**config.mk**
```make
export PLATFORM = sky130hd
export DESIGN_NAME = tpss_front
export DESIGN_NICKNAME = d
export VERILOG_FILES = /design/src/design/tpss_pkg.sv /design/src/design/tpss_front.sv
export SDC_FILE = /design/constraint.sdc
export NUM_CORES = 1
export LEC_CHECK = 0
export BUFFER_PORTS_ARGS = -buffer_cell sky130_fd_sc_hd__buf_2
export CAP_MARGIN = 0
export CORE_AREA = 2 2 280 282
export DETAILED_ROUTE_END_ITERATION = 7
export DIE_AREA = 0 0 282 284
export PLACE_DENSITY = 0.43
export SYNTH_ARGS = -nofsm -noshare
export SYNTH_HDL_FRONTEND = slang
export SYNTH_SLANG_ARGS = --single-unit
```
**constraint.sdc**
```tcl
create_clock -name vclk -period 12.9
set_input_delay 1.29 -clock vclk [all_inputs]
set_output_delay 1.29 -clock vclk [all_outputs]
set_load 0.005 [all_outputs]
```
**src/design/tpss_pkg.sv**
```systemverilog
// Shared types and constants for the triangle plane slice segment block.
package tpss_pkg;

   // Stages in one crossing lane: magnitude, multiply, 32 divide steps, result.
   localparam int COORD_W     = 32;
   localparam int LANE_LAT    = COORD_W + 3;
   localparam int QUEUE_DEPTH = 4;
   localparam int QUEUE_PTR_W = 2;

   typedef logic signed [COORD_W-1:0] coord_type;
   typedef logic signed [COORD_W:0]   diff_type;

   // One crossed edge: its start vertex and the differences the lanes need.
   typedef struct packed {
      coord_type ax;
      coord_type ay;
      diff_type  num;
      diff_type  den;
      diff_type  span_x;
      diff_type  span_y;
   } crossing_type;

   typedef struct packed {
      crossing_type seg_start;
      crossing_type seg_end;
   } job_type;

   // Status the queue gives to the front and back ends.
   typedef struct packed {
      logic empty;
      logic full;
   } queue_status_type;

endpackage

```
**src/design/tpss_front.sv**
```systemverilog
// Front end: classifies vertices against the plane and picks the two crossed edges.
module tpss_front (
   input  logic               req_valid,
   input  tpss_pkg::coord_type v0_x,
   input  tpss_pkg::coord_type v0_y,
   input  tpss_pkg::coord_type v0_z,
   input  tpss_pkg::coord_type v1_x,
   input  tpss_pkg::coord_type v1_y,
   input  tpss_pkg::coord_type v1_z,
   input  tpss_pkg::coord_type v2_x,
   input  tpss_pkg::coord_type v2_y,
   input  tpss_pkg::coord_type v2_z,
   input  tpss_pkg::coord_type height,
   input  tpss_pkg::queue_status_type status,
   output logic               req_stall,
   output logic               push,
   output tpss_pkg::job_type  job
);

   logic up0, up1, up2;
   logic e01, e12, e20;
   tpss_pkg::coord_type fa_x, fa_y, fa_z, fb_x, fb_y, fb_z;
   tpss_pkg::coord_type sa_x, sa_y, sa_z, sb_x, sb_y, sb_z;

   always_comb begin
      // A vertex on the plane counts as above it.
      up0 = (v0_z >= height);
      up1 = (v1_z >= height);
      up2 = (v2_z >= height);
      e01 = up0 ^ up1;
      e12 = up1 ^ up2;
      e20 = up2 ^ up0;

      fa_x = e01 ? v0_x : v1_x;
      fa_y = e01 ? v0_y : v1_y;
      fa_z = e01 ? v0_z : v1_z;
      fb_x = e01 ? v1_x : v2_x;
      fb_y = e01 ? v1_y : v2_y;
      fb_z = e01 ? v1_z : v2_z;

      sa_x = (e01 && e12) ? v1_x : v2_x;
      sa_y = (e01 && e12) ? v1_y : v2_y;
      sa_z = (e01 && e12) ? v1_z : v2_z;
      sb_x = (e01 && e12) ? v2_x : v0_x;
      sb_y = (e01 && e12) ? v2_y : v0_y;
      sb_z = (e01 && e12) ? v2_z : v0_z;

      job.seg_start.ax     = fa_x;
      job.seg_start.ay     = fa_y;
      job.seg_start.num    = 33'(height) - 33'(fa_z);
      job.seg_start.den    = 33'(fb_z) - 33'(fa_z);
      job.seg_start.span_x = 33'(fb_x) - 33'(fa_x);
      job.seg_start.span_y = 33'(fb_y) - 33'(fa_y);
      job.seg_end.ax       = sa_x;
      job.seg_end.ay       = sa_y;
      job.seg_end.num      = 33'(height) - 33'(sa_z);
      job.seg_end.den      = 33'(sb_z) - 33'(sa_z);
      job.seg_end.span_x   = 33'(sb_x) - 33'(sa_x);
      job.seg_end.span_y   = 33'(sb_y) - 33'(sa_y);

      // Triangles entirely on one side are accepted and dropped.
      req_stall = status.full;
      push      = req_valid && !status.full && (e01 || e12 || e20);
   end

endmodule

```
==> flow_summary.json <==
{
  "drt_pass1_iterations": 5,
  "finalMaxSlewViolations": 0,
  "status": "finished clean",
  "period_needed_ns": 11.67,
  "portBuffers": 716,
  "die_y_um": 284,
  "placementRows": 102,
  "hold_depth": 2,
  "final_hold_viol_count": 0,
  "avgSynthCellArea_um2": 6.92,
  "ys_seq_area_share_pct": 0,
  "place_congestion": 0.926,
  "hpwl_um": 81700,
  "drive_gt1_share_pct": 26.3,
  "cts.repair.resized": 0,
  "p_leak_uw": 0.0127,
  "overflow": 0,
  "vias": 22000,
  "area_growth_pct": 25.0,
  "synth_cell_types": 105,
  "die_x_um": 282,
  "end_kind": "primary output",
  "dp_cells": 4462,
  "tns_ns": 0,
  "critPathLaunchType": "primary input",
  "critPathMaxFanout": 55,
  "synth_warnings": 0,
  "n_clock_buffer": 0,
  "worst_slew_pin_slew_ns": 0.870,
  "final.period_utilization_pct": 90.5,
  "cap_violations": 0,
  "post-route-drc-count": 0,
  "seq_area_um2": 0,
  "worstPathRequired_ns": 11.61,
  "irDropWorstVdd_uv": 68.9,
  "drt_iter0_drc": 1181,
  "wl_per_cell_um": 20.6,
  "relSlewSlack_pct": 41.5,
  "cts_hold_buf": 0,
  "hp-start": "status[0]",
  "max_freq_mhz": 85.7,
  "seq_cell_count": 0,
  "antenna_found_initial": 35,
  "grt_usage_pct": 21.9,
  "path_class": "primary input to primary output",
  "cts_setup_buffers": 0,
  "stdcell_count": 4476,
  "ios": 717,
  "antenna_left": 0,
  "min_to": "req_stall",
  "drt-total-wl_um": 92400,
  "final_core_util_pct": 31.0,
  "die-area_mm2": 0.0801,
  "coreArea_mm2": 0.0770,
  "setup_viol_count_final": 0,
  "slowest_stage": "nor4_1",
  "vias_per_cell": 4.91,
  "synth_cells": 2765,
  "grt_pass1_vias": 21100,
  "fin_nets": 4084,
  "netlist_area_mm2": 0.0191,
  "grt_max_degree": 72,
  "synth_nets": 3425,
  "worstPathArrival_ns": 10.38,
  "p_per_area_mw_per_mm2": 177,
  "rsz0062_at_grt": "false",
  "grt_pass1_wl_um": 135000,
  "hold_class": "primary input to primary output",
  "start_util_pct": 24.8,
  "critPathMaxStageDelay_ns": 0.77
}
-- where the power goes --
part	internal (uW)	leakage, uW	switching, uW
Clock	0.000146	0.0000000887	0
Sequential	0	0	0
Combinational	1800	0.0127	2430
-- through the flow --
stage	hold slack (ns)	area [um^2]	worst slack (ns)	total power, uW
floorplan	2.63	19100	2.67	2570
global placement	2.83	23900	1.35	4270
detailed placement	2.82	23900	1.34	4240
CTS	2.82	23900	1.27	4270
global route	2.82	23900	0.462	4670
finish	2.81	23900	1.23	4230
-- critical path: cells and delay by family --
family                     cells  cell delay, ns
AOI/OAI and AO/OA             19            4.74
and+or+nand+nor                5            1.72
buffers and inverters          4            0.79
adders and majority gates      2            0.72
xor gates and xnor gates       2            0.63
muxes                          1            0.41
-- cell usage in the layout, fill, tap and decap left out, drive strengths merged, types with 10 or more instances in the layout --
cell     Yosys  layout
buf         26     731
nand2      406     406
ha         331     331
inv        275     275
nor2       207     207
a21oi      207     207
mux2i      178     178
xnor2      156     156
o21ai      150     150
mux2       100     100
a21o        70      70
nor3        58      58
nand3       51      51
xor2        50      50
nor2b       41      41
a21boi      36      36
nand4       31      31
nand2b      28      28
o21a        26      26
nor4        26      26
o21bai      19      19
or3         16      16
a211oi      16      16
diode        0      14
and3        14      14
o211ai      13      13
or2         13      13
a31oi       12      12
and2        11      11
a2111oi     11      11
o22ai       10      10
o31ai       10      10
-- cell type report --
| type | count | area, um^2 |
|---|---|---|
| Fill cell | 8766 | 53100 |
| Multi-Input combinational cell | 2416 | 17800 |
| Timing Repair Buffer | 731 | 3730 |
| Tap cell | 1040 | 1300 |
| Inverter | 275 | 1030 |
| Antenna cell | 14 | 35.0 |
-- per-layer routing --
metal,GRT usage [%],up-vias,part of all wire [%]
li1,-,11200,-
met1,29.9,10100,46
met2,36.5,592,46
met3,3.52,77,6.6
met4,3.27,16,1.7
met5,0,-,0.097
-- synth_stat cells (all sizes together), types with 13 or more instances --
cell	instances	area share (%)
nor4	26	1.0
mux2i	178	9.3
buf	26	0.75
xor2	50	2.3
o21ai	150	4.1
nor2	207	4.2
mux2	100	5.9
a21boi	36	1.5
a21oi	207	5.7
o21bai	19	0.80
o211ai	13	0.54
a21o	70	2.7
a211oi	16	0.65
ha	331	22
nand2b	28	0.92
clkbuf	48	0.94
nor3	58	1.6
o21a	26	1.0
nand4	31	1.0
nand2	406	8.0
nor2b	41	1.3
or3	16	0.52
or2	13	0.45
xnor2	156	7.1
nand3	51	1.4
and3	14	0.46
inv	275	5.4
-- kinds of logic after synthesis --
kind of cell	Yosys count	share of synthesized area, %
buffers and inverters	349	7.09
muxes	278	15.2
and+or+nand+nor	924	22.2
AOI/OAI and AO/OA	663	23.3
adders and majority gates	345	22.7
xor gates and xnor gates	206	9.44
-- worst max path at each step --
stage / start / end / slack (ns) / cells past startpoint
after floorplan: height[1] / job[65] / 2.67 / 40
after CTS: height[31] / job[227] / 1.27 / 33
after global routing: height[31] / job[227] / 0.46 / 33
after global placement: height[31] / job[227] / 1.35 / 33
final: height[31] / job[227] / 1.23 / 33
after detailed placement: height[31] / job[227] / 1.34 / 33
(Power assumes the default switching activity.)
