[config.mk]
export PLATFORM = sky130hd
export DESIGN_NAME = tpss_queue
export DESIGN_NICKNAME = d
export VERILOG_FILES = /design/src/design/tpss_pkg.sv /design/src/design/tpss_queue.sv
export SDC_FILE = /design/constraint.sdc
export NUM_CORES = 1
export LEC_CHECK = 0
export BUFFER_PORTS_ARGS = -buffer_cell sky130_fd_sc_hd__buf_2
export CAP_MARGIN = 25
export CORE_ASPECT_RATIO = 0.5
export CORE_MARGIN = 5
export CORE_UTILIZATION = 52
export CTS_CLUSTER_DIAMETER = 30
export DETAILED_ROUTE_END_ITERATION = 10
export PLACE_DENSITY = 0.74
export SLEW_MARGIN = 10
export SYNTH_ARGS = -nofsm -noshare
export SYNTH_HDL_FRONTEND = slang
export SYNTH_SLANG_ARGS = --single-unit
[constraint.sdc]
create_clock -name clock -period 11.25 [get_ports clock]
set_input_delay 2.25 -clock clock [delete_from_list [all_inputs] [get_ports clock]]
set_output_delay 2.25 -clock clock [all_outputs]
set_load 0.03 [all_outputs]
[src/design/tpss_pkg.sv]
// Shared types and constants for the triangle plane slice segment block.
package tpss_pkg;

   // Stages in one crossing lane: magnitude, multiply, 32 divide steps, result.
   localparam int COORD_W     = 32;
   localparam int LANE_LAT    = COORD_W + 3;
   localparam int QUEUE_DEPTH = 4;
   localparam int QUEUE_PTR_W = 2;

   typedef logic signed [COORD_W-1:0] coord_type;
   typedef logic signed [COORD_W:0]   diff_type;

   // One crossed edge: its start vertex and the differences the lanes need.
   typedef struct packed {
      coord_type ax;
      coord_type ay;
      diff_type  num;
      diff_type  den;
      diff_type  span_x;
      diff_type  span_y;
   } crossing_type;

   typedef struct packed {
      crossing_type seg_start;
      crossing_type seg_end;
   } job_type;

   // Status the queue gives to the front and back ends.
   typedef struct packed {
      logic empty;
      logic full;
   } queue_status_type;

endpackage

[src/design/tpss_queue.sv]
// Short queue of classified items between the front and back ends.
module tpss_queue (
   input  logic                       clock,
   input  logic                       reset,
   input  logic                       push,
   input  tpss_pkg::job_type          push_job,
   input  logic                       pop,
   output tpss_pkg::job_type          head_job,
   output tpss_pkg::queue_status_type status
);

   tpss_pkg::job_type                  mem_ff [tpss_pkg::QUEUE_DEPTH];
   logic [tpss_pkg::QUEUE_PTR_W-1:0]   wr_ptr_ff, wr_ptr_in;
   logic [tpss_pkg::QUEUE_PTR_W-1:0]   rd_ptr_ff, rd_ptr_in;
   logic [tpss_pkg::QUEUE_PTR_W:0]     count_ff, count_in;

   always_comb begin
      status.empty = (count_ff == '0);
      status.full  = (count_ff == (tpss_pkg::QUEUE_PTR_W+1)'(tpss_pkg::QUEUE_DEPTH));
      head_job     = mem_ff[rd_ptr_ff];
      wr_ptr_in    = push ? wr_ptr_ff + 1'b1 : wr_ptr_ff;
      rd_ptr_in    = pop ? rd_ptr_ff + 1'b1 : rd_ptr_ff;
      count_in     = count_ff + {2'b0, push} - {2'b0, pop};
   end

   always_ff @(posedge clock) begin
      if (reset) begin
         wr_ptr_ff <= '0;
         rd_ptr_ff <= '0;
         count_ff  <= '0;
      end else begin
         wr_ptr_ff <= wr_ptr_in;
         rd_ptr_ff <= rd_ptr_in;
         count_ff  <= count_in;
      end
   end

   always_ff @(posedge clock) begin
      if (push) begin
         mem_ff[wr_ptr_ff] <= push_job;
      end
   end

   a_no_push_full: assert property (@(posedge clock) disable iff (reset)
      push |-> !status.full) else $error("push into full queue");
   a_no_pop_empty: assert property (@(posedge clock) disable iff (reset)
      pop |-> !status.empty) else $error("pop from empty queue");
   a_count_track: assert property (@(posedge clock) disable iff (reset)
      (push && !pop) |=> (count_ff == $past(count_ff) + 1'b1))
      else $error("queue count lost a push");

endmodule

==> key figures, run 1 <==
Timing
  – RSZ-0062 raised after global routing: no
  – Final setup fails: 0
  – Min Hold Slack: 0.529 ns
  – Slew @ Worst Pin: 1.12 ns
  – Sum Neg Setup Slack: 0 ns
  – Fin crit period: 6.20 ns
  – Final period util: 55.1%
  – Max Fclk: 161 MHz
  – Slew HR: 25.4%
  – Final-report hold violation count: 0
  – Clock Skew: 0.0204 ns
  – Max-slew violation count: 0

Synth
  – Synth top area cells: edfxtp_1 82%, mux4_2 15%, buf_12 1.5%, buf_2 0.35%, dfxtp_1 0.31%
  – Yosys top cell area share: 82.0%
  – Avg Inst Size Synth: 27.5 sq um
  – Post-synth top flop: edfxtp_1
  – Synthesized area: 0.0574 sq mm
  – Post-synth EDFFs: 1568
  – Synthesis warning total: 0
  – Largest area contributor in the netlist: edfxtp_1
  – Register area share after synthesis: 82.3%
  – Most frequent cell after synthesis: edfxtp_1
  – Synth unique cells: 22
  – Post-Synthesis Cells: 2090
  – Post-synth ARST share: 0%
  – Synth cell count leaders: 1568 x edfxtp_1, 392 x mux4_2, 42 x buf_12, 40 x buf_2, 9 x dfxtp_1
  – FF+latch count, synth: 1577
  – Synthesized net count: 2493

GRT
  – Vias in the first global route: 27500
  – First-pass GRT wire length: 185 mm
  – Pin count of the biggest net entering global routing: 154
  – Total GRT Usage: 21.7%
  – GRT overflow: 0
  – Initial antenna violation count: 69

Worst setup path
  – Worst Path Required: 9.00 ns
  – Family with the most delay on the worst path: buffers and inverters
  – Critical Path Slowest Stage Cell: dfxtp_4
  – CP peak stage delay: 0.78 ns
  – Kind of critical path: flop to output pin
  – Worst EP arrival: 3.95 ns
  – R2r setup slk: 7.99 ns
  – Crit end category: output pin
  – Crit path launch type: flop
  – CP Max Fanout: 106
  – WP buf/inv: 3
  – Most frequent CP cell: buf_12
  – Critical-path cell list: buf_12, buf_12, mux4_2, buf_2

Power and ir drop
  – PD cells: 204 mW/mm^2
  – Peak supply drop: 0.169 mV
  – Pleak: 22.8 nW

Cells and area
  – Fill cells: 7271
  – Util after Layout: 62.3%
  – Nets: 3395
  – Layout cells sized above 1: 48.0%
  – Area Overhead vs Synth: 19.2%

Route
  – DRT iter0 DRCs: 1943
  – 1st-pass router iterations: 5
  – Wire per inst: 27.5 um
  – Drt total wl: 129 mm
  – Routed via count: 26300
  – Routed Antenna Nets: 0
  – Vias/cell: 5.61
  – DRC violations left: 0

CTS
  – Clock Path Buffers: 3
  – Post_cts resized: 0
  – Clock transition at the registers of the reported paths: 0.06 ns
  – CTS Hold Buffers Added: 0
  – CTS H-tree lvls: 4
  – Worst-Skew Late Latency: 0.77 ns
  – Root buffer cell: clkbuf_16
  – CTS buffer count: 167
  – Post-CTS setup buffers: 0
  – Sink Count: 1577
  – TritonCTS clock tree: yes

Floorplanning
  – Die width: 480 um
  – FP Rows: 86
  – Die Span Y: 245 um
  – CORE AREA: 0.110 sq mm
  – Die area: 0.118 sq mm
  – Initial Util: 52.3%
  – I/O pin count: 790

Flow run
  – Max-cap violations: 0

Placement
  – DP HPWL: 78.7 mm
  – Port bufs: 789
  – Gpl congestion: 0.806

Outcome
  – Status: complete, no violations

Worst hold path
  – Tightest Hold Check Type: flop to flop
final timing paths:
| kind | from | to | depth (start not counted) |
|---|---|---|---|
| worst max register to register | wr_ptr_ff[1]$_SDFFE_PP0P_ | mem_ff[1][344]$_DFFE_PP_ | 5 |
| worst min-delay path | rd_ptr_ff[1]$_SDFFE_PP0P_ | flop | 2 |
| worst max-delay path | flop | head_job[298] | 4 |
| worst min register to register | rd_ptr_ff[1]$_SDFFE_PP0P_ | flop | 2 |
metrics by stage:
stage	cell area, sq um	worst slack (ns)	instances	power [mW]
2_1_floorplan	57400	3.78	2090	8.05
3_3_place_gp	62500	5.63	4316	8.48
3_5_place_dp	62600	5.62	4318	8.52
4_1_cts	68300	4.73	4626	14.1
5_1_grt	68400	4.62	4668	14.5
6_report	68500	5.05	4679	14.0
area by class of cell:
| type | instances | area (sq um) | area share [%] |
|---|---|---|---|
| multi-input combinational | 419 | 9070 | 13.3 |
| timing repair buffer | 821 | 4340 | 6.34 |
| clock buffer | 182 | 4380 | 6.40 |
| antenna | 52 | 130 | 0.190 |
| inverter | 6 | 22.5 | 0.0329 |
| sequential | 1577 | 47300 | 69.1 |
| clock inverter | 126 | 1360 | 1.99 |
| tap | 1496 | 1870 | 2.73 |
routing by layer:
metal | routed length (um) | track usage [%]
met1 | 42800 | 23.9
met2 | 71900 | 38.9
met3 | 5860 | 4.21
met4 | 7900 | 13.8
met5 | 60 | 0
sequential cells by signal (all words and copies together), names as in the netlist, named ones only:
register	flops
count_ff	3
wr_ptr_ff	2
mem_ff	1568
rd_ptr_ff	2
cells in the final DEF (no fill, tap or decap), types with 5 or more instances in the layout:
cell / count
buf_12: 7
buf_2: 789
buf_4: 22
bufinv_16: 14
clkbuf_1: 8
clkbuf_16: 174
clkinv_1: 18
clkinv_2: 19
clkinv_4: 14
clkinv_8: 10
clkinvlp_4: 19
dfxtp_1: 7
diode_2: 52
edfxtp_1: 1568
ha_1: 6
inv_1: 6
inv_6: 18
inv_8: 11
mux4_2: 392
nor2_1: 5
worst min-delay path, stage by stage (launching register included):
cell	delay (ns)
dfxtp_1	0.31
nand3b_1	0.10
a21oi_1	0.07
kinds of logic (layout without fill, tap and decap cells):
| group | Yosys count | after routing | synth area share, % |
|---|---|---|---|
| flops | 1577 | 1577 | 82.3 |
| mux | 393 | 393 | 15.4 |
| buf+inv | 94 | 1135 | 1.91 |
| simple gates | 14 | 14 | 0.131 |
| fa+ha+maj | 7 | 7 | 0.166 |
| xor+xnor | 3 | 3 | 0.0719 |
| compound gates | 2 | 2 | 0.0261 |
| other cells | 0 | 52 | 0 |
where the power goes:
part / internal [mW] / switching (mW)
clock network: 3.22 / 2.37
registers: 6.76 / 0.0709
logic: 0.524 / 1.02
(Power assumes the default switching activity.)
==> run 2, diff against run 1 <==
--- a/config.mk
+++ b/config.mk
@@ -9,10 +9,10 @@
 export CAP_MARGIN = 25
 export CORE_ASPECT_RATIO = 0.5
 export CORE_MARGIN = 5
-export CORE_UTILIZATION = 52
+export CORE_UTILIZATION = 57
 export CTS_CLUSTER_DIAMETER = 30
 export DETAILED_ROUTE_END_ITERATION = 10
-export PLACE_DENSITY = 0.74
+export PLACE_DENSITY = 0.77
 export SLEW_MARGIN = 10
 export SYNTH_ARGS = -nofsm -noshare
 export SYNTH_HDL_FRONTEND = slang
==> constraint.sdc (replaced) <==
create_clock -name clock -period 6.1 [get_ports clock]
set_input_delay 1.22 -clock clock [delete_from_list [all_inputs] [get_ports clock]]
set_output_delay 1.22 -clock clock [all_outputs]
set_load 0.03 [all_outputs]
==> key figures, run 2 (synthesis gave the netlist of run 1 again) <==
Outcome
  – Status: complete, no violations

Flow run
  – Max-cap violations: 0

GRT
  – Vias in the first global route: 27700
  – First-pass GRT wire length: 183 mm
  – Total GRT Usage: 23.7%
  – Initial antenna violation count: 70
  – GRT overflow: 0
  – Pin count of the biggest net entering global routing: 145

Worst setup path
  – Worst r2r src: wr_ptr_ff[0]$_SDFFE_PP0P_
  – Worst EP arrival: 3.01 ns
  – R2r setup slk: 3.52 ns
  – Family with the most delay on the worst path: flip-flops
  – CP endpoint: head_job[194]
  – Crit end category: output pin
  – CP peak stage delay: 0.92 ns
  – Cell count along the critical path: 3
  – WP buf/inv: 2
  – Reg2Reg Depth: 3
  – Critical Path Slowest Stage Cell: dfxtp_4
  – Kind of critical path: flop to output pin
  – Worst Path Required: 4.88 ns
  – CP Max Fanout: 52
  – Crit path launch type: flop
  – Critical-path cell list: buf_12, mux4_2, buf_2
  – Worst R2R End: mem_ff[3][235]$_DFFE_PP_

Cells and area
  – Most common cell after layout, fill and taps aside: edfxtp_1
  – Area Overhead vs Synth: 18.7%
  – Top reg by flops: mem_ff
  – Util after Layout: 68.2%
  – Fill cells: 6060
  – Multi-input gate area: 0.00907 sq mm
  – Regs by FF count: mem_ff: 1568 flops, count_ff: 3 flops
  – Layout cells sized above 1: 47.6%
  – Nets: 3387
  – Most frequent cells in the layout: 1568 x edfxtp_1, 789 x buf_2, 392 x mux4_2
  – Post-route cell area: 0.0682 sq mm
  – Register area: 0.0473 sq mm
  – Final cell count without fillers: 4522
  – Max FFs per register: 1568

Worst hold path
  – Worst hold stages: 2
  – Tightest Hold Check Type: flop to flop
  – Hold path start: rd_ptr_ff[1]$_SDFFE_PP0P_

Route
  – DRT iter0 DRCs: 2137
  – 1st-pass router iterations: 5
  – Routed Antenna Nets: 0
  – DRC violations left: 0
  – Routed via count: 26200
  – Drt total wl: 129 mm
  – Wire per inst: 28.5 um
  – Vias/cell: 5.80

CTS
  – CTS H-tree lvls: 4
  – Clock Path Buffers: 3
  – Root buffer cell: clkbuf_16
  – Worst-Skew Late Latency: 0.74 ns
  – CTS buffer count: 159
  – Sink Count: 1577
  – Post-CTS setup buffers: 0
  – Clock transition at the registers of the reported paths: 0.07 ns
  – CTS Hold Buffers Added: 0
  – TritonCTS clock tree: yes
  – Post_cts resized: 0

Timing
  – Sum Neg Setup Slack: 0 ns
  – Final-report hold violation count: 0
  – Max-slew violation count: 0
  – Fin crit period: 4.23 ns
  – Max Fclk: 236 MHz
  – Slew @ Worst Pin: 0.987 ns
  – Slew HR: 34.2%
  – Clock Skew: 0.0223 ns
  – RSZ-0062 raised after global routing: no
  – Final period util: 69.3%
  – Final setup fails: 0

Power and ir drop
  – Pleak: 22.8 nW
  – PD cells: 375 mW/mm^2
  – Peak supply drop: 0.328 mV

Placement
  – DP HPWL: 79.4 mm
  – Gpl congestion: 0.798
  – Placed insts: 4167
  – Port bufs: 789
  – Placed Area: 0.0625 sq mm

Floorplanning
  – Die Span Y: 234 um
  – Die width: 459 um
  – I/O pin count: 790
  – Die area: 0.108 sq mm
  – CORE AREA: 0.100 sq mm
  – FP Rows: 82
  – Initial Util: 57.4%
-- run 2: worst min path at each step --
stage                end  slack, ns
floorplan           flop       0.49
global placement    flop       0.51
detailed placement  flop       0.52
CTS                 flop       0.53
global route        flop       0.57
finish              flop       0.52
-- run 2: report_power, final --
group / total (mW) / switching, mW / internal [mW] / leakage [nW]
sequential: 12.6 / 0.140 / 12.5 / 14.5
combinational: 2.86 / 1.88 / 0.981 / 5.63
clock: 10.1 / 4.20 / 5.89 / 2.67
-- run 2: stage by stage --
step / hold slack [ns] / power (mW) / setup WS (ns)
4_1_cts: 0.526 / 25.8 / 1.71
6_report: 0.524 / 25.6 / 1.87
3_3_place_gp: 0.513 / 15.6 / 2.54
2_1_floorplan: 0.492 / 14.8 / 1.72
5_1_grt: 0.569 / 26.4 / 1.61
3_5_place_dp: 0.519 / 15.7 / 2.55
-- run 2: worst min-delay path: stages (launching register included) --
cell and delay, ns:
dfxtp_1 0.31, nand3b_1 0.10, a21oi_1 0.07
-- run 2: routing by layer --
metal	routed length [um]	track usage [%]	vias up
met1	42700	26.6	13900
li1	-	-	11000
met3	5850	4.02	351
met4	9310	17.1	6
met5	39	0	-
met2	71000	41.7	981
-- run 2: area by class of cell --
cell class | count | share of cell area [%]
Clock buffer | 176 | 6.12
Timing Repair Buffer | 821 | 6.57
Tap cell | 1344 | 2.47
Multi-Input combinational cell | 419 | 13.3
Antenna cell | 63 | 0.231
Inverter | 6 | 0.0330
Clock inverter | 116 | 1.95
Sequential cell | 1577 | 69.3
